## src/design/csrspmv_pkg.sv

```systemverilog
// ----------------------------------------------------------------------------
// csrspmv_pkg
// Shared types and codes for the CSR sparse matrix-vector multiply block.
// ----------------------------------------------------------------------------
package csrspmv_pkg;

    // request kinds carried on s_tuser
    localparam logic [1:0] REQ_LOAD    = 2'd0;
    localparam logic [1:0] REQ_NONZERO = 2'd1;
    localparam logic [1:0] REQ_EMPTY   = 2'd2;

    localparam int COL_W     = 12;
    localparam int VAL_W     = 32;
    localparam int ROW_W     = 32;
    localparam int SUM_W     = 64;
    localparam int IN_DATA_W = 48;                 // 12 + 32, padded to bytes
    localparam int OUT_DATA_W = ROW_W + SUM_W;     // 96

    // result buffer depth; covers the two pipeline stages plus slack
    localparam int OUT_DEPTH = 4;
    localparam int OUT_PTR_W = 2;
    localparam int OUT_CNT_W = 3;

    // item leaving the memory read stage
    typedef struct packed {
        logic               valid;
        logic [1:0]         kind;
        logic               last;
        logic               in_range;
        logic [VAL_W-1:0]   value;
    } rd_stage_t;

    // result handed to the output buffer
    typedef struct packed {
        logic               push;
        logic [ROW_W-1:0]   row_index;
        logic [SUM_W-1:0]   row_sum;
    } result_t;

endpackage

```

## src/design/csrspmv_mac.sv

```systemverilog
// ----------------------------------------------------------------------------
// csrspmv_mac
// Registered multiply, then saturating row accumulate and row numbering.
// ----------------------------------------------------------------------------
module csrspmv_mac (
    input  logic                        clk,
    input  logic                        rst_n,
    input  csrspmv_pkg::rd_stage_t      stage_in,
    input  logic [csrspmv_pkg::VAL_W-1:0] elem,
    output csrspmv_pkg::result_t        result
);
    import csrspmv_pkg::*;

    logic                   v2_reg;
    logic                   v2_next;
    logic [1:0]             kind2_reg;
    logic                   last2_reg;
    logic signed [SUM_W-1:0] prod_reg;
    logic signed [SUM_W-1:0] prod_next;
    logic signed [VAL_W-1:0] a_s;
    logic signed [VAL_W-1:0] b_s;

    logic [SUM_W-1:0]       acc_reg;
    logic [SUM_W-1:0]       acc_next;
    logic [ROW_W-1:0]       row_cnt_reg;
    logic [ROW_W-1:0]       row_cnt_next;
    logic [SUM_W-1:0]       sum_raw;
    logic [SUM_W-1:0]       sum_sat;

    // element reads as zero when the column lies past the vector
    assign a_s       = stage_in.in_range ? $signed(elem) : '0;
    assign b_s       = $signed(stage_in.value);
    assign prod_next = a_s * b_s;
    assign v2_next   = stage_in.valid;

    always_ff @(posedge clk or negedge rst_n)
    begin
        if (!rst_n)
        begin
            v2_reg <= 1'b0;
        end
        else
        begin
            v2_reg <= v2_next;
        end
    end

    always_ff @(posedge clk)
    begin
        kind2_reg <= stage_in.kind;
        last2_reg <= stage_in.last;
        prod_reg  <= prod_next;
    end

    // saturating add: overflow when both signs agree and the result flips
    assign sum_raw = acc_reg + prod_reg;

    always_comb
    begin
        sum_sat = sum_raw;
        if ((acc_reg[SUM_W-1] == prod_reg[SUM_W-1]) &&
            (sum_raw[SUM_W-1] != acc_reg[SUM_W-1]))
        begin
            sum_sat = acc_reg[SUM_W-1] ? {1'b1, {(SUM_W-1){1'b0}}}
                                       : {1'b0, {(SUM_W-1){1'b1}}};
        end
    end

    always_comb
    begin
        acc_next         = acc_reg;
        row_cnt_next     = row_cnt_reg;
        result.push      = 1'b0;
        result.row_index = row_cnt_reg;
        result.row_sum   = '0;
        if (v2_reg)
        begin
            priority if (kind2_reg == REQ_NONZERO)
            begin
                if (last2_reg)
                begin
                    result.push    = 1'b1;
                    result.row_sum = sum_sat;
                    acc_next       = '0;
                    row_cnt_next   = row_cnt_reg + 1'b1;
                end
                else
                begin
                    acc_next = sum_sat;
                end
            end
            else if (kind2_reg == REQ_EMPTY)
            begin
                // partial sum stays put and carries on
                result.push  = 1'b1;
                row_cnt_next = row_cnt_reg + 1'b1;
            end
            else
            begin
                acc_next = acc_reg;
            end
        end
    end

    always_ff @(posedge clk or negedge rst_n)
    begin
        if (!rst_n)
        begin
            acc_reg     <= '0;
            row_cnt_reg <= '0;
        end
        else
        begin
            acc_reg     <= acc_next;
            row_cnt_reg <= row_cnt_next;
        end
    end

endmodule

```

## config.mk

```make
export PLATFORM = sky130hd
export DESIGN_NAME = csrspmv_mac
export DESIGN_NICKNAME = d
export VERILOG_FILES = /design/src/design/csrspmv_pkg.sv /design/src/design/csrspmv_mac.sv
export SDC_FILE = /design/constraint.sdc
export NUM_CORES = 2
export LEC_CHECK = 0
export ABC_AREA = 1
export BUFFER_PORTS_ARGS = -buffer_cell sky130_fd_sc_hd__buf_2
export CAP_MARGIN = 40
export CORE_ASPECT_RATIO = 0.8
export CORE_MARGIN = 1.5
export CORE_UTILIZATION = 30
export DETAILED_ROUTE_END_ITERATION = 10
export PLACE_DENSITY = 0.45
export SLEW_MARGIN = 20
export SYNTH_ARGS = -nofsm -noshare
export SYNTH_HDL_FRONTEND = slang
export SYNTH_SLANG_ARGS = --single-unit
```

## constraint.sdc

```tcl
create_clock -name clk -period 3 [get_ports clk]
set_input_delay 0.3 -clock clk [delete_from_list [all_inputs] [get_ports clk]]
set_output_delay 0.3 -clock clk [all_outputs]
set_load 0.01 [all_outputs]
```

### Yosys cells after proc, flatten, opt, wreduce, memory -nomap -nowiden

Index checks and enable logic that the tools add are counted.

* word-level logic and storage cells: 32
* flip-flop bits (word level): 164
* bits of input ports: 71
* output and inout port bits: 97

* multipliers: 1
* equality and inequality tests: 5
* reductions and logical operators: 4
* add/subtract/negate cells: 2
* multiplexer cells: 14

Operator list (number)
* 2-to-1 mux 64 bit: 6
* 2-to-1 mux 32 bit: 4
* adder 64 bit: 1
* multiplier 32 x 32 -> 64 bit: 1
* adder 32 x 1 -> 32 bit, second input constant: 1
* 2-to-1 mux 1 bit: 4
* AND reduction 3 bit: 1
* == test 2 x 1 -> 1 bit, second input constant: 1
* == test 2 bit, second input constant: 1
* inequality test 2 bit, second input constant: 1
* AND reduction 2 bit: 1
* nonzero test 2 bit: 1
* == test 1 bit: 1
* logical AND 1 bit: 1
* inequality test 1 bit: 1

### Depth between registers and ports, before layout

* depth after elaboration: 7
* mapped depth: 34
* depth with buffers taken out: 31

### Worst setup path after synthesis

Ideal clock, no wire load.

* path type: input -> register
* start: input stage_in[32] in the netlist's numbering
* end: register prod_reg[60]
* stages on the path: 27
* arrival: 7.527 ns
* data required time: 2.888 ns
* buffers on the path: 3
* setup time: 0.112 ns
* path slack: -4.640 ns
* cells stage by stage: clkbuf_1 clkbuf_1 nand2_1 clkbuf_1 nor2_1 fa_1 fa_1 fa_1 fa_1 inv_1 fa_1 inv_1 fa_1 inv_1 fa_1 fa_1 inv_1 ha_1 nand2_1 nor2_1 inv_1 nor2_1 inv_1 nor4_1 nand3_1 nand3_1 nand2_1

* cells in the longest elaborated chain, start to end: 2

RTL lines
* from (decl): line csrspmv_mac.sv:8 `input csrspmv_pkg::rd_stage_t stage_in,`
* 2-to-1 mux 32 bit: line csrspmv_mac.sv:31 `assign a_s = stage_in.in_range ? $signed(elem) : '0;`
* multiplier 32 x 32 -> 64 bit: line csrspmv_mac.sv:33 `assign prod_next = a_s * b_s;`
* via prod_next[60]: line csrspmv_mac.sv:19 `logic signed [SUM_W-1:0] prod_next;`
* to (signal assigned): line csrspmv_mac.sv:52 `prod_reg <= prod_next;`
* to (decl): line csrspmv_mac.sv:18 `logic signed [SUM_W-1:0] prod_reg;`

The timed path passes the listed nets, and every way through them passes these cells.
A chain may end at the register's enable or synchronous reset.

### Final worst setup path

* start: input stage_in[32] in the netlist's numbering
* end: register prod_reg[52]

Same word-level chain as after synthesis.

==> impl_metrics.env <==
export IMPL_final_period_utilization=2.231
export IMPL_worstSetupStartpointType="input port"
export IMPL_clkSlewWorstSetupHoldPaths_ns=0.08
export IMPL_layout_drive_gt1_share=0.2777
export IMPL_globalRouteTotalUtil=0.2354
export IMPL_grt_setup_unrepaired="yes"
export IMPL_rows=131
export IMPL_timing_critical_path_to_type="flop"
export IMPL_cpMaxStageDelayCell="fa_2"
export IMPL_clock_tree_root_cell="clkbuf_16"
export IMPL_final_critical_path_setup_slack_ns=-3.693
export IMPL_crit_required_ns=3.41
export IMPL_area_growth_syn_to_layout_pct=33.62
export IMPL_num_nets_final=8581
export IMPL_setup_crit_start="stage_in[32]"
export IMPL_clock_tree_from_tritoncts="yes"
export IMPL_result_of_the_run="finished, violations left"
export IMPL_hold_worst_slack_ns=0.3126
export IMPL_failing_checks="setup timing"
export IMPL_post_synth_num_cell_types=49
export IMPL_min_period_ns=6.693
export IMPL_critical_path_arrival_ns=7.10
export IMPL_initial_utilization=0.3028
export IMPL_route_detailed_drc=0
export IMPL_final_max_slew_violation_count=0
export IMPL_critical_path_max_stage_delay_ns=0.60
export IMPL_die_y_um=362.2
export IMPL_cts_sinks=164
export IMPL_placed_cells_incl_taps=9187
export IMPL_grt_antenna_before_repair=2
export IMPL_grt_max_degree=65
export IMPL_path_common_cell="fa_2"
export IMPL_yosys_register_bits=164
export IMPL_grt_first_pass_wirelength_um=286600
export IMPL_final_antenna_net_count=0
export IMPL_fmax_mhz=149.4
export IMPL_setup_violations=122
export IMPL_grt_overflow=0
export IMPL_critical_path_reg2reg_startpoint="acc_reg[38]"
export IMPL_grt_pass1_vias=44994
export IMPL_h_tree_depth=4
export IMPL_max_slew_worst_pin_slew_ns=0.8484
export IMPL_syn_area_um2=48380
export IMPL_finish_cell_count_without_fillers=9321
export IMPL_worst_clock_skew_ns=0.02545
export IMPL_vias_per_cell=4.602
export IMPL_ys_seq_area_frac=0.07789
export IMPL_mean_syn_cell_area_um2=7.713
export IMPL_max_cap_violations=0
export IMPL_ys_warnings_count=0
export IMPL_dpl_instance_area_um2=58700
export IMPL_design_area_um2=64650
export IMPL_design_core_area_um2=159800
export IMPL_syn_nets=7675
export IMPL_cts_buffers=17
export IMPL_dieWidth_um=452
export IMPL_worst_slew_margin=0.4344
export IMPL_estimated_wirelength_of_the_detail_placed_design_um=166900
export IMPL_setup_worst_path_class="in2reg"
export IMPL_wirelength_um=189800
export IMPL_worstPathMaxFanout=8
export IMPL_wl_per_cell_um=20.37
export IMPL_drtPass1Iterations=6
export IMPL_max_clock_path_buffers=2
export IMPL_gp_routability_congestion=0.9559
export IMPL_design_die_area_um2=163700
export IMPL_top_level_ports=168
export IMPL_report_final_hold_viol_count=0
export IMPL_worst_min_path_class="in2async"
export IMPL_initial_drt_markers=2958
export IMPL_num_vias=42893
export IMPL_io_buffer_count=167
export IMPL_netlist_instances=6273
export IMPL_worst_skew_pair_late_latency_ns=0.50
==> placed cells by master (no fill, tap or decap), drive strengths merged, types with 5 or more instances in the layout <==
cell type    Yosys  layout
ha             248     248
clkbuf         174      20
nand3b           5       5
o21ai          105     105
nand3          169     169
nand4           41      41
a21o            10      10
inv           1473    1484
dfxtp           67      67
xor2            64      64
and3            10      10
o21bai          21      21
nor3            37      37
xnor2           56      56
dfrtp           97      97
a31oi            6       6
dlygate4sd3      0       5
nor2           862     862
clkinv          17      15
a21oi          147     147
fa            1083    1083
buf             25    1078
nand2         1529    1530
nor4            11      11
==> cells in the mapped netlist (all sizes together) <==
master / number / share of area
nor4b: 1 / 0.00018
buf: 25 / 0.0031
xnor2: 56 / 0.010
inv: 1473 / 0.11
nor3b: 1 / 0.00016
dfrtp: 97 / 0.050
o21a: 1 / 0.00016
nand4: 41 / 0.0053
o21ai: 105 / 0.011
a21boi: 4 / 0.00062
nor4: 11 / 0.0014
a21oi: 147 / 0.015
a21o: 10 / 0.0016
nor3: 37 / 0.0043
nand3: 169 / 0.020
fa: 1083 / 0.45
o211ai: 4 / 0.00062
and2: 1 / 0.00013
or4: 1 / 0.00016
a211oi: 1 / 0.00016
o21bai: 21 / 0.0033
dfxtp: 67 / 0.028
nand2: 1529 / 0.12
nor2: 862 / 0.068
nand3b: 5 / 0.00078
xor2: 64 / 0.012
clkinv: 17 / 0.0013
a31oi: 6 / 0.00078
clkbuf: 174 / 0.013
or2: 1 / 0.00013
a2bb2oi: 1 / 0.00018
ha: 248 / 0.064
and3: 10 / 0.0013
==> cell type report <==
class	count	area [um2]
inverters	1490	5728
clock buffers	18	439.2
clock inverters	14	161.4
flip-flops and latches	164	3771
fillers	16543	95160
multi-input cells	4421	42200
repair buffers	1085	9689
well taps	2128	2663
diodes	1	2.502
==> cells by family (layout without fill, tap and decap cells) <==
| group | after synthesis | count (layout) | share of synthesized area |
|---|---|---|---|
| DFF | 164 | 164 | 0.07789 |
| buffers and inverters | 1689 | 2607 | 0.1322 |
| adders and majority gates | 1331 | 1331 | 0.5122 |
| other | 0 | 1 | 0 |
| and+or+nand+nor | 2669 | 2670 | 0.2225 |
| AOI/OAI and AO/OA | 300 | 300 | 0.03346 |
| xor gates and xnor gates | 120 | 120 | 0.02172 |
==> final timing paths <==
path	endpoint	slack (ns)	depth (start not counted)
worst min register to register	row_cnt_reg[31]	0.48	1
worst max register to register	acc_reg[50]	0.31	16
min in group clk	kind2_reg[0]	0.45	2
worst max-delay path	prod_reg[52]	-3.69	31
max in group asynchronous	acc_reg[50]	1.86	3
worst min-delay path	row_cnt_reg[15]	0.31	2
==> worst max-delay path: cells and delay by family <==
| kind | cells | cell delay [ns] |
|---|---|---|
| xor+xnor | 1 | 0.18 |
| fa+ha+maj | 9 | 4.35 |
| buf+inv | 13 | 1.37 |
| simple gates | 8 | 0.85 |
==> timing repair <==
item | CTS | global route
gates cloned | 3 | 2
hold buffers | 5 | 0
resized for setup | 424 | 769
endpoints found under the hold margin | 38 | 0
buffers inserted | 39 | 64
pin swaps | 147 | 305
endpoints found under the setup margin | 124 | 124
==> per-layer routing <==
layer | vias to the layer above | wire (um) | track usage
li1 | 19994 | - | -
met3 | 121 | 12290 | 0.03498
met5 | - | 13 | 0
met2 | 1112 | 84110 | 0.3673
met4 | 2 | 2893 | 0.03618
met1 | 21664 | 90530 | 0.3485
==> through the flow <==
step / setup TNS (ns) / worst slack [ns] / util
after CTS: -211.15 / -3.656 / 0.3844
final: -209.86 / -3.693 / 0.4046
after global routing: -230.63 / -3.855 / 0.4045
after floorplan: -197.09 / -4.018 / -
after detailed placement: -239.48 / -4.649 / 0.3673
after global placement: -240.73 / -4.685 / 0.3673
Power is not shown: default switching activity piles up to over one toggle a cycle in this logic, so the estimate is an artifact.
