--- src/design/csrspmv_pkg.sv ---
// ----------------------------------------------------------------------------
// csrspmv_pkg
// Shared types and codes for the CSR sparse matrix-vector multiply block.
// ----------------------------------------------------------------------------
package csrspmv_pkg;

    // request kinds carried on s_tuser
    localparam logic [1:0] REQ_LOAD    = 2'd0;
    localparam logic [1:0] REQ_NONZERO = 2'd1;
    localparam logic [1:0] REQ_EMPTY   = 2'd2;

    localparam int COL_W     = 12;
    localparam int VAL_W     = 32;
    localparam int ROW_W     = 32;
    localparam int SUM_W     = 64;
    localparam int IN_DATA_W = 48;                 // 12 + 32, padded to bytes
    localparam int OUT_DATA_W = ROW_W + SUM_W;     // 96

    // result buffer depth; covers the two pipeline stages plus slack
    localparam int OUT_DEPTH = 4;
    localparam int OUT_PTR_W = 2;
    localparam int OUT_CNT_W = 3;

    // item leaving the memory read stage
    typedef struct packed {
        logic               valid;
        logic [1:0]         kind;
        logic               last;
        logic               in_range;
        logic [VAL_W-1:0]   value;
    } rd_stage_t;

    // result handed to the output buffer
    typedef struct packed {
        logic               push;
        logic [ROW_W-1:0]   row_index;
        logic [SUM_W-1:0]   row_sum;
    } result_t;

endpackage

--- src/design/csrspmv_out_fifo.sv ---
// ----------------------------------------------------------------------------
// csrspmv_out_fifo
// Small result buffer between the accumulator and the master port.
// ----------------------------------------------------------------------------
module csrspmv_out_fifo (
    input  logic                              clk,
    input  logic                              rst_n,
    input  csrspmv_pkg::result_t              result,
    output logic                              out_valid,
    input  logic                              out_ready,
    output logic [csrspmv_pkg::OUT_DATA_W-1:0] out_data,
    output logic [csrspmv_pkg::OUT_CNT_W-1:0]  count
);
    import csrspmv_pkg::*;

    logic [OUT_DATA_W-1:0] buf_reg [OUT_DEPTH];
    logic [OUT_PTR_W-1:0]  wr_ptr_reg;
    logic [OUT_PTR_W-1:0]  wr_ptr_next;
    logic [OUT_PTR_W-1:0]  rd_ptr_reg;
    logic [OUT_PTR_W-1:0]  rd_ptr_next;
    logic [OUT_CNT_W-1:0]  cnt_reg;
    logic [OUT_CNT_W-1:0]  cnt_next;
    logic                  pop;

    assign out_valid = (cnt_reg != '0);
    assign pop       = out_valid && out_ready;
    assign out_data  = buf_reg[rd_ptr_reg];
    assign count     = cnt_reg;

    always_comb
    begin
        wr_ptr_next = result.push ? wr_ptr_reg + 1'b1 : wr_ptr_reg;
        rd_ptr_next = pop ? rd_ptr_reg + 1'b1 : rd_ptr_reg;
        cnt_next    = cnt_reg + OUT_CNT_W'(result.push) - OUT_CNT_W'(pop);
    end

    always_ff @(posedge clk)
    begin
        if (result.push)
        begin
            buf_reg[wr_ptr_reg] <= {result.row_sum, result.row_index};
        end
    end

    always_ff @(posedge clk or negedge rst_n)
    begin
        if (!rst_n)
        begin
            wr_ptr_reg <= '0;
            rd_ptr_reg <= '0;
            cnt_reg    <= '0;
        end
        else
        begin
            wr_ptr_reg <= wr_ptr_next;
            rd_ptr_reg <= rd_ptr_next;
            cnt_reg    <= cnt_next;
        end
    end

endmodule

--- config.mk ---
export PLATFORM = sky130hd
export DESIGN_NAME = csrspmv_out_fifo
export DESIGN_NICKNAME = d
export VERILOG_FILES = /design/src/design/csrspmv_pkg.sv /design/src/design/csrspmv_out_fifo.sv
export SDC_FILE = /design/constraint.sdc
export NUM_CORES = 1
export LEC_CHECK = 0
export ABC_CLOCK_PERIOD_IN_PS = 4120
export BUFFER_PORTS_ARGS = -buffer_cell sky130_fd_sc_hd__buf_2
export CORE_UTILIZATION = 55
export CTS_CLUSTER_SIZE = 12
export DETAILED_ROUTE_END_ITERATION = 6
export GPL_TIMING_DRIVEN = 0
export PLACE_DENSITY = 0.77
export SYNTH_ARGS = -nofsm -noshare
export SYNTH_HDL_FRONTEND = slang
export SYNTH_SLANG_ARGS = --single-unit
--- constraint.sdc ---
create_clock -name clk -period 4.12 [get_ports clk]
set_input_delay 0.824 -clock clk [delete_from_list [all_inputs] [get_ports clk]]
set_output_delay 0.824 -clock clk [all_outputs]
set_load 0.005 [all_outputs]
After elaboration in Yosys (flattened, before gate mapping)
Memories as Yosys holds them, arrays and structs flattened.
Cells that the tools add are included.
{"block": "word_totals", "mem_count": 1, "word_cells": 12, "mem_bits_rw": 384, "ff_bits": 7, "output_inout_bits": 100}
{"name": "buf_reg", "depth": 4, "width": 96, "rd": 1, "rd_ports_with_merged_regs": 0, "write_ports": 1, "line": "csrspmv_out_fifo.sv:16", "rtl": "logic [OUT_DATA_W-1:0] buf_reg [OUT_DEPTH];"}
{"block": "classes", "n_reduce_logical": 2, "muxes": 2, "add_sub_neg": 4}
{"operator": "$add 2x1->2 const B", "count": 2}
{"operator": "$add 3x1->3", "count": 1}
{"operator": "$reduce_bool 3->1", "count": 1}
{"operator": "$sub 3x1->3", "count": 1}
{"operator": "$mux 1", "count": 2}
{"operator": "$logic_and 1x1->1", "count": 1}

Depth between registers and ports, before layout
Gate-level depths: netlist of the first run.
{"block": "depth", "depth_word": 3, "mapped_depth": 7}

Worst setup path before layout of the first run
Ideal clock, no wire load.
{"block": "synth_timing", "path_type": "input to register", "from": "in result[96] in the netlist's numbering", "to": "mem buf_reg[0][0] in the netlist's numbering, enable pin", "path_stages": 1, "slack_ps": 611, "setup_ps": 465, "t_arrival_ps": 3044, "n_path_buf": 0, "path_cell_list": "and2_1"}
{"block": "synth_between", "elab_chain_cells": 2}
{"element": "from (decl)", "line": "csrspmv_out_fifo.sv:8", "rtl": "input csrspmv_pkg::result_t result,"}
{"element": "$mux 1", "line": "csrspmv_out_fifo.sv:39", "rtl": "if (result.push)"}
{"element": "$mux 1 (not written as such)", "line": "csrspmv_out_fifo.sv:41", "rtl": "buf_reg[wr_ptr_reg] <= {result.row_sum, result.row_index};"}
{"element": "to (decl)", "line": "csrspmv_out_fifo.sv:16"}
Every way passes these cells.

Worst setup path after layout of the first run
{"block": "layout_timing", "from": "reg rd_ptr_reg[1]", "to": "out out_data[65] in the netlist's numbering"}
{"block": "layout_between", "elab_chain_cells": 1}
{"element": "from (decl)", "line": "csrspmv_out_fifo.sv:19", "rtl": "logic [OUT_PTR_W-1:0] rd_ptr_reg;"}
{"element": "from (signal assigned)", "line": "csrspmv_out_fifo.sv:56", "rtl": "rd_ptr_reg <= rd_ptr_next;"}
{"element": "$mem_v2 4x96"}
{"element": "to (decl)", "line": "csrspmv_out_fifo.sv:11", "rtl": "output logic [csrspmv_pkg::OUT_DATA_W-1:0] out_data,"}
Every way passes these cells.

==> flow_metrics.py, run 1 <==
metrics = {
    "status": {
        "outcome": "complete, no violations",
    },
    "setup_path": {
        "reg2reg_depth": 4,
        "critPathRequiredTime_ps": 3300,
        "critPathMostFrequentCell": "buf_2",
        "cp.arrival_ps": 2200,
        "crit_family": "buffers and inverters",
        "r2r_end": "buf_reg[2][74]",
        "crit_start": "rd_ptr_reg[1]",
        "max_stage_delay_ps": 380,
        "critPathLaunchType": "flip-flop",
        "crit_slowest_cell": "mux4_2",
        "cp_cell_sequence": "buf_2, buf_2, buf_2, mux4_2, buf_2",
        "end_kind": "primary output",
        "rrSetupSlack_ps": 1990,
        "criticalPathCategory": "flip-flop to primary output",
        "path_max_fanout": 10,
        "crit_buf_inv": 4,
        "r2r-start": "wr_ptr_reg[0]",
    },
    "power": {
        "power_uw": 11900,
        "leakage_uw": 0.00581,
        "ir_drop_v": 0.000499,
        "power_frac_clock_pct": 27.1,
        "power-per-cell-area_nw_per_um2": 705,
        "netSwitchingFraction_pct": 26.8,
        "p_comb_share_pct": 27.7,
        "seqPwrFrac_pct": 45.2,
        "p_sw_uw": 3190,
        "p_int_uw": 8720,
    },
    "global_routing": {
        "grt_pass1_wl_um": 39400,
        "grt_max_degree": 62,
        "first_global_vias": 6915,
        "antenna_found_initial": 4,
        "grt.overflow.total": 0,
        "grt_use_total_pct": 20.2,
    },
    "die": {
        "pin_count": 200,
        "fp.dieH_um": 163,
        "core_area_um2": 25300,
        "start_util_pct": 56.3,
        "die_x_um": 163,
        "row_count": 58,
        "die_area_um2": 26500,
    },
    "clock_tree": {
        "cts.clk_slew.worst_paths_ps": 60,
        "post_cts_resize_count": 0,
        "postCtsSetupBuffers": 0,
        "cts_tree": "built",
        "holdBufCountCts": 0,
        "numCtsBuffers": 40,
        "clock-sinks": 391,
        "clockRootBuffer": "clkbuf_16",
        "ctsLongestPathBuffers": 3,
        "htree_levels": 2,
        "clk_latency_ps": 520,
    },
    "timing": {
        "finClkSkew_ps": 10.4,
        "fin_crit_sh_pct": 73.4,
        "worst_slew_pin_slew_ps": 962,
        "fmax_mhz": 330,
        "setup_ws_ps": 1090,
        "slew_headroom_pct": 35.9,
        "finalSetupViolations": 0,
        "rsz0062_at_grt": "false",
        "final-hold-violation-count": 0,
        "period_minus_slack_ps": 3030,
        "hold_ws_ps": 138,
        "drv_slew": 0,
    },
    "detailed_routing": {
        "drtAntennaViolNets": 0,
        "wl_met1_um": 9970,
        "routed_via_density": 5.64,
        "drc": 0,
        "firstDrtPassIters": 4,
        "routed_wl_um": 25800,
        "drtIter0Drc": 436,
        "vias": 6405,
        "route.met2.wl_um": 13700,
        "wl_met3_um": 1490,
        "topRoutingLayerUsed": "met4",
        "route.detailed.wl_per_inst_um": 22.8,
    },
    "logic_synthesis": {
        "netlist_area_um2": 14200,
        "synth_seq_cells": 391,
        "yosysSeqAreaShare_pct": 82.3,
        "yosysWarnings": 0,
        "syn_area_per_cell_um2": 26.5,
        "syn_nets": 643,
        "synth_cells": 536,
        "ys_types": 19,
    },
    "min_path": {
        "hold_class": "primary input to asynchronous set/reset pin",
    },
    "cells_and_area": {
        "final_net_count": 888,
        "regArea_um2": 11700,
        "multi_input_area_um2": 2370,
        "nFillCells": 1619,
        "largest_reg_flops": 384,
        "finish.utilization_pct": 66.9,
        "area_growth_pct": 18.7,
        "final_area_um2": 16900,
        "drive_gt1_share_pct": 45.8,
    },
    "run": {
        "drv_cap": 0,
    },
    "place": {
        "place_ws_ps": 1560,
        "dpl_cell_area_um2": 15700,
        "post-dp-hpwl_um": 16100,
        "portBuffers": 199,
        "gp_congestion": 0.717,
    },
}
==> Yosys cell counts (all sizes together) <==
master / number / area share [%]
and2: 4 / 0.18
buf: 17 / 0.85
clkbuf: 5 / 0.13
dfrtp: 7 / 1.2
edfxtp: 384 / 81
fa: 1 / 0.14
ha: 6 / 0.53
inv: 6 / 0.16
mux4: 96 / 15
nand2: 1 / 0.026
o21ai: 1 / 0.035
o311ai: 1 / 0.062
o31a: 1 / 0.062
or3: 1 / 0.044
xnor2: 3 / 0.18
xor2: 2 / 0.12
==> layout by cell type, fill, tap and decap left out, drive strengths merged <==
cell type / n
o311ai: 1
edfxtp: 384
ha: 6
or3: 1
o31a: 1
clkbuf: 60
fa: 1
diode: 4
and2: 4
inv: 8
bufinv: 1
nand2: 1
o21ai: 1
clkinv: 5
dfrtp: 7
xnor2: 3
mux4: 96
xor2: 2
buf: 220
==> layout make-up <==
cell class,count,share of cell area (%)
antenna,4,0.0593
buffer,22,0.830
clock buffer,55,6.44
clock inverter,8,0.407
inverter,6,0.133
multi-input combinational,117,14.0
sequential,391,69.3
tap,330,2.44
timing repair buffer,203,6.37
==> cell families (layout without fill, tap and decap cells) <==
logic type                 after synthesis  in the layout  share of synthesized area, %
DFF                                    391            391                          82.3
muxes                                   96             96                          15.2
buffers and inverters                   28            294                          1.14
adders and majority gates                7              7                         0.668
and+or+nand+nor                          6              6                         0.246
xor gates and xnor gates                 5              5                         0.308
AOI/OAI and AO/OA                        3              3                         0.158
other                                    0              4                             0
==> layer usage <==
layer	vias up	global-route usage (%)
li1	2807	-
met1	3338	25.1
met2	217	35.2
met3	43	4.46
met4	0	6.80
met5	-	0
==> worst max-delay path by stage <==
stage,to,slack (ps),depth (start not counted)
global route,out_data[79],950,5
global placement,buf_reg[1][70],-1120,2
detailed placement,out_data[65],1560,5
floorplan,buf_reg[0][0],610,1
CTS,out_data[65],1010,5
finish,out_data[65],1090,5
==> metrics by stage <==
stage | cells | TNS, ps
2_1_floorplan | 536 | 0
3_3_place_gp | 1065 | -415330
3_5_place_dp | 1069 | 0
4_1_cts | 1132 | 0
5_1_grt | 1134 | 0
6_report | 1136 | 0
==> power groups by stage <==
stage               combinational [µW]  clock [µW]  sequential (µW)
global route                      3580        3440             5450
floorplan                         2040           0             5460
detailed placement                3370           0             5470
global placement                  3240           0             5540
finish                            3300        3230             5390
CTS                               3390        3300             5400
No activity file was read; power rests on OpenSTA's default activity.
==> inputs of run 2 (changes only) <==
- ABC_CLOCK_PERIOD_IN_PS: 4120 -> 2500
- CORE_UTILIZATION: 55 -> 51
- PLACE_DENSITY: 0.77 -> 0.75
- clock period: 4.12 -> 2.5 ns (I/O delays scaled with it)
==> run 2 against run 1 <==
  * The run now ends with negative setup slack left
  * Worst setup slack lost 1100 ps
  * Sequential share of layout area shrank 1.1 points
  * Global-route usage shrank 1.8 points
  * Sequential power is 64% higher
  * Non-clock buffer count rose by 9
  * Die area increased by 7.7%
  * Wire length rose by 0.22%
  * Critical endpoint is now out_data[83]
  * Largest cell class unchanged
  * Largest power group unchanged
==> flow_metrics.py, run 2 (synthesis gave the netlist of run 1 again) <==
metrics = {
    "cells_and_area": {
        "fin_cells": 1182,
        "area_growth_pct": 20.6,
        "largest_reg_flops": 384,
        "final_area_um2": 17200,
        "final_common_cell": "edfxtp_1",
        "diodes": 0,
        "layout_common_cells": "384 x edfxtp_1, 197 x buf_2, 96 x mux4_2",
        "final_net_count": 897,
        "drive_gt1_share_pct": 46.8,
    },
    "global_routing": {
        "grt_use_total_pct": 18.3,
        "grt.overflow.total": 0,
        "first_global_vias": 7016,
        "grt_max_degree": 53,
        "antenna_found_initial": 0,
        "grt_pass1_wl_um": 39100,
    },
    "clock_tree": {
        "clk_latency_ps": 510,
        "cts_tree": "built",
        "ctsLongestPathBuffers": 3,
        "cts.clk_slew.worst_paths_ps": 60,
        "htree_levels": 2,
        "clock-sinks": 391,
        "numCtsBuffers": 40,
        "clockRootBuffer": "clkbuf_16",
    },
    "timing": {
        "fmax_mhz": 398,
        "setup_ws_ps": -11.1,
        "setup_tns_ps": -36.0,
        "period_minus_slack_ps": 2510,
        "finClkSkew_ps": 8.06,
        "finalSetupViolations": 4,
        "slew_headroom_pct": 50.3,
        "rsz0062_at_grt": "true",
        "fin_crit_sh_pct": 100,
        "final-hold-violation-count": 0,
        "worst_slew_pin_slew_ps": 745,
        "drv_slew": 0,
    },
    "detailed_routing": {
        "drtAntennaViolNets": 0,
        "drtIter0Drc": 412,
        "route.detailed.wl_per_inst_um": 21.9,
        "drc": 0,
        "routed_via_density": 5.48,
        "vias": 6472,
        "routed_wl_um": 25900,
        "firstDrtPassIters": 6,
    },
    "place": {
        "place_ws_ps": 227,
        "portBuffers": 199,
        "dpl_cell_area_um2": 15800,
        "gp_congestion": 0.706,
        "dp_cells": 1111,
        "post-dp-hpwl_um": 16000,
    },
    "die": {
        "row_count": 60,
        "die_x_um": 169,
        "fp.dieH_um": 169,
        "start_util_pct": 52.4,
        "die_area_um2": 28600,
        "pin_count": 200,
        "core_area_um2": 27200,
    },
    "power": {
        "leakage_uw": 0.00592,
        "power-per-cell-area_nw_per_um2": 1160,
        "ir_drop_v": 0.000787,
        "power_uw": 19900,
    },
    "setup_path": {
        "cp_cell_sequence": "buf_12, buf_12, buf_12, mux4_2, buf_2",
        "crit_slowest_cell": "mux4_2",
        "critPathRequiredTime_ps": 2000,
        "cp.arrival_ps": 2010,
        "max_stage_delay_ps": 520,
        "critPathMostFrequentCell": "buf_12",
        "path_max_fanout": 9,
        "crit_buf_inv": 4,
        "critPathLaunchType": "flip-flop",
        "crit_family": "buffers and inverters",
        "end_kind": "primary output",
        "criticalPathCategory": "flip-flop to primary output",
    },
    "min_path": {
        "hold_class": "primary input to flip-flop",
    },
    "status": {
        "outcome": "complete, but fails checks",
        "violations": "negative setup slack",
    },
    "run": {
        "drv_cap": 0,
    },
}
==> run 2: cell types whose count changed in the layout (fill, tap and decap cells not counted), sizes merged <==
| cell | before | now |
|---|---|---|
| buf | 220 | 225 |
| clkinv | 5 | 8 |
| clkbuf | 60 | 62 |
| bufinv | 1 | 0 |
| inv | 8 | 6 |
| diode | 4 | 0 |
| dlygate4sd3 | 0 | 1 |
==> run 2: power by group <==
part | switching [µW] | internal [µW] | total [µW]
Clock | 2210 | 2980 | 5190
Combinational | 2840 | 3040 | 5880
Sequential | 288 | 8580 | 8860
Total | 5340 | 14600 | 19900
==> run 2: repair_timing <==
item,4_1_cts,5_1_grt
hold buffers,1,0
hold endpoints to repair,7,0
cloned,0,3
gates resized for setup,23,11
setup buffers,4,1
setup endpoints to repair,80,94
==> run 2: stage by stage <==
stage / utilization [%] / hold WS [ps]
detailed placement: 58.2 / 345
finish: 63.1 / 195
global placement: 57.7 / 337
global route: 63.1 / 181
CTS: 62.6 / 174
floorplan: - / 204
==> run 2: layer usage <==
layer / wire [µm] / global-route usage [%] / vias up / part of all wire [%]
met3: 1520 / 3.95 / 54 / 5.8
li1: - / - / 2820 / -
met4: 643 / 6.15 / 0 / 2.5
met1: 10200 / 22.9 / 3385 / 39
met2: 13600 / 32.0 / 213 / 52
met5: 0 / 0 / - / 0
==> run 2: worst paths after layout <==
path | start | cells after the start | slack, ps | end
worst min-delay path | result[53] | 1 | 200 | buf_reg[3][85]
worst max-delay path | rd_ptr_reg[0] | 5 | -10 | out_data[83]
min in group asynchronous | rst_n | 2 | 370 | count[1]
max in group asynchronous | rst_n | 2 | 1970 | wr_ptr_reg[0]
worst max register to register | count[1] | 7 | 400 | count[2]
worst min register to register | wr_ptr_reg[0] | 1 | 560 | wr_ptr_reg[0]
==> run 2: layout make-up <==
| class | count | area, µm² |
|---|---|---|
| plain buffers | 22 | 226 |
| clock buffers | 54 | 1070 |
| clock inverters | 8 | 36.3 |
| fillers | 1832 | 10000 |
| inverters | 6 | 22.5 |
| multi-input cells | 117 | 2370 |
| flip-flops and latches | 391 | 11700 |
| well taps | 372 | 465 |
| repair buffers | 212 | 1250 |
==> inputs of run 3 (changes only) <==
- ABC_AREA: unset -> 1
- CORE_UTILIZATION: 51 -> 52
- PLACE_DENSITY: 0.75 -> 0.76
==> run 3 against run 2 <==
  * The run now ends clean
  * Count of clock-buffer cells in the layout rose by 3
  * Maximum frequency rose by 2.3%
  * Wire length rose by 34%
  * Worst setup slack improved by 57 ps
  * Critical path type unchanged
  * Largest cell class unchanged
==> flow_metrics.py, run 3 <==
metrics = {
    "logic_synthesis": {
        "synthAdderAreaFrac_pct": 0.613,
        "synth_edf_count": 384,
        "ys_types": 20,
        "synthTopCellsByArea": "edfxtp_1 74%, nand2_1 7.4%, o21ai_0 5.2%",
        "synth_mux_area_share_pct": 0,
        "synth_cells": 1268,
        "synth_top_area_share_pct": 74.3,
        "synth_compound_area_share_pct": 6.23,
        "synth-simple-area-share_pct": 12.1,
        "syn_nets": 1375,
        "synth-xor-area-share_pct": 0.169,
        "synth_top_family_by_area": "simple AND/OR/NAND/NOR gates",
        "synth_seq_cells": 391,
        "synth_ff_type": "edfxtp_1",
        "yosysMostFrequentCell": "edfxtp_1",
        "netlist_area_um2": 15500,
        "ys_top_cells_by_count": "384 x edfxtp_1, 304 x nand2_1, 193 x nor2_1",
        "postSynth.asyncResetShare_pct": 1.79,
        "yosysWarnings": 0,
        "synth.largest_area_cell": "edfxtp_1",
        "syn_area_per_cell_um2": 12.2,
        "yosysSeqAreaShare_pct": 75.5,
    },
    "timing": {
        "setup_ws_ps": 46.1,
        "final-hold-violation-count": 0,
        "fmax_mhz": 408,
        "period_minus_slack_ps": 2450,
        "finClkSkew_ps": 8.43,
        "drv_slew": 0,
        "worst_slew_pin_slew_ps": 821,
        "finalSetupViolations": 0,
        "rsz0062_at_grt": "true",
        "slew_headroom_pct": 45.2,
        "fin_crit_sh_pct": 98.2,
    },
    "clock_tree": {
        "cts_tree": "built",
        "numCtsBuffers": 41,
        "clockRootBuffer": "clkbuf_16",
        "clock-sinks": 391,
        "ctsLongestPathBuffers": 3,
        "postCtsSetupBuffers": 0,
        "cts.clk_slew.worst_paths_ps": 60,
        "clk_latency_ps": 520,
        "htree_levels": 2,
    },
    "global_routing": {
        "grt_use_total_pct": 22.9,
        "met2_usage_pct": 39.5,
        "first_global_vias": 10105,
        "gr-usage-met3_pct": 5.13,
        "grt_pass1_wl_um": 53600,
        "grt_max_degree": 37,
        "grt.busiest_layer": "met2",
        "antenna_found_initial": 10,
        "grt.overflow.total": 0,
        "grt.met1_usage_pct": 28.8,
    },
    "setup_path": {
        "crit_slowest_cell": "dfrtp_2",
        "critPathLaunchType": "flip-flop",
        "critPathRequiredTime_ps": 2000,
        "path_max_fanout": 11,
        "criticalPathCategory": "flip-flop to primary output",
        "max_stage_delay_ps": 430,
        "end_kind": "primary output",
        "cp.arrival_ps": 1950,
        "cp_cell_sequence": "buf_12, buf_12, buf_6, nor2_1, nor2_1, o21ai_1, nand2_1, buf_2",
    },
    "detailed_routing": {
        "firstDrtPassIters": 5,
        "drtIter0Drc": 692,
        "routed_wl_um": 34600,
        "drtAntennaViolNets": 0,
        "vias": 10067,
        "drc": 0,
        "routed_via_density": 5.19,
        "route.detailed.wl_per_inst_um": 17.9,
    },
    "cells_and_area": {
        "largest_reg_flops": 384,
        "area_growth_pct": 20.3,
        "final_area_um2": 18700,
        "layout_common_cells": "384 x edfxtp_1, 300 x nand2_1, 203 x buf_2",
        "final_common_cell": "edfxtp_1",
        "drive_gt1_share_pct": 23.0,
        "final_net_count": 1630,
        "nFillCells": 2146,
    },
    "place": {
        "gp_congestion": 0.766,
        "post-dp-hpwl_um": 21800,
        "portBuffers": 199,
        "dpl_cell_area_um2": 17300,
        "place_ws_ps": 184,
    },
    "die": {
        "core_area_um2": 29000,
        "pin_count": 200,
        "die_area_um2": 30500,
        "start_util_pct": 53.5,
        "die_x_um": 175,
        "fp.dieH_um": 175,
        "row_count": 62,
    },
    "power": {
        "leakage_uw": 0.00753,
        "ir_drop_v": 0.000968,
        "power-per-cell-area_nw_per_um2": 1200,
    },
    "run": {
        "drv_cap": 0,
    },
    "min_path": {
        "hold_class": "primary input to flip-flop",
    },
    "status": {
        "outcome": "complete, no violations",
    },
}
==> run 3: report_power, final <==
part           internal, µW  total, µW  switching [µW]
Clock                  3180       5470            2290
Combinational          2940       7960            5030
Sequential             8570       8880             306
Total                 14700      22300            7620
==> run 3: routing by layer <==
layer / up-vias / routed length, µm
met5: - / 49
met4: 8 / 998
met3: 79 / 2390
met2: 353 / 17300
met1: 4839 / 13900
li1: 4788 / -
==> run 3: path summary, 6_finish.rpt <==
check                      slack, ps     startpoint  depth (start not counted)        endpoint
max in group asynchronous       1980          rst_n                          2   rd_ptr_reg[0]
max reg2reg                      290  wr_ptr_reg[0]                          5  buf_reg[2][36]
min reg2reg                      490  rd_ptr_reg[1]                          2   rd_ptr_reg[1]
min in group asynchronous        350          rst_n                          2        count[1]
min                              190     result[26]                          1  buf_reg[2][58]
max                               50  rd_ptr_reg[0]                          8    out_data[64]
==> run 3: what timing repair did <==
| item | CTS | global route |
|---|---|---|
| pin swaps | 0 | 2 |
| hold endpoints to repair | 7 | 0 |
| hold buffers | 1 | 0 |
| gates resized for setup | 33 | 56 |
| gates cloned | 0 | 1 |
| setup endpoints to repair | 93 | 79 |
==> run 3: worst max-delay path, delay by kind of cell, from the launching register on <==
family          cells  cell delay, ps
buf+inv             4             590
flops               1             430
simple gates        3             310
compound gates      1             110
==> run 3: logic make-up after synthesis <==
logic type	Yosys count
AND/OR/NAND/NOR	499
flip-flops	391
adder cells (fa/ha/maj)	7
XOR/XNOR	3
AO/OA/AOI/OAI	193
buffers and inverters	175
==> run 3: layout make-up <==
type                    instances  area, µm²  share of cell area, %
diodes                          7       17.5                 0.0938
inverters                     111        434                   2.33
well taps                     384        480                   2.57
plain buffers                  64        536                   2.87
clock buffers                  57       1150                   6.15
multi-input cells             702       3040                   16.3
repair buffers                212       1250                   6.70
clock inverters                10       53.8                  0.288
flip-flops and latches        391      11700                   62.7
==> run 3: through the flow <==
| stage | power (µW) | std cells | utilization [%] | TNS, ps | hold WS, ps |
|---|---|---|---|---|---|
| floorplan | 13300 | 1268 | - | -246 | 204 |
| global placement | 16400 | 1851 | 58.7 | -487660 | 336 |
| detailed placement | 16700 | 1862 | 59.5 | 0 | 343 |
| CTS | 22300 | 1930 | 63.9 | -3.20 | 171 |
| global route | 23600 | 1935 | 64.3 | -309 | 171 |
| finish | 22300 | 1938 | 64.3 | 0 | 192 |
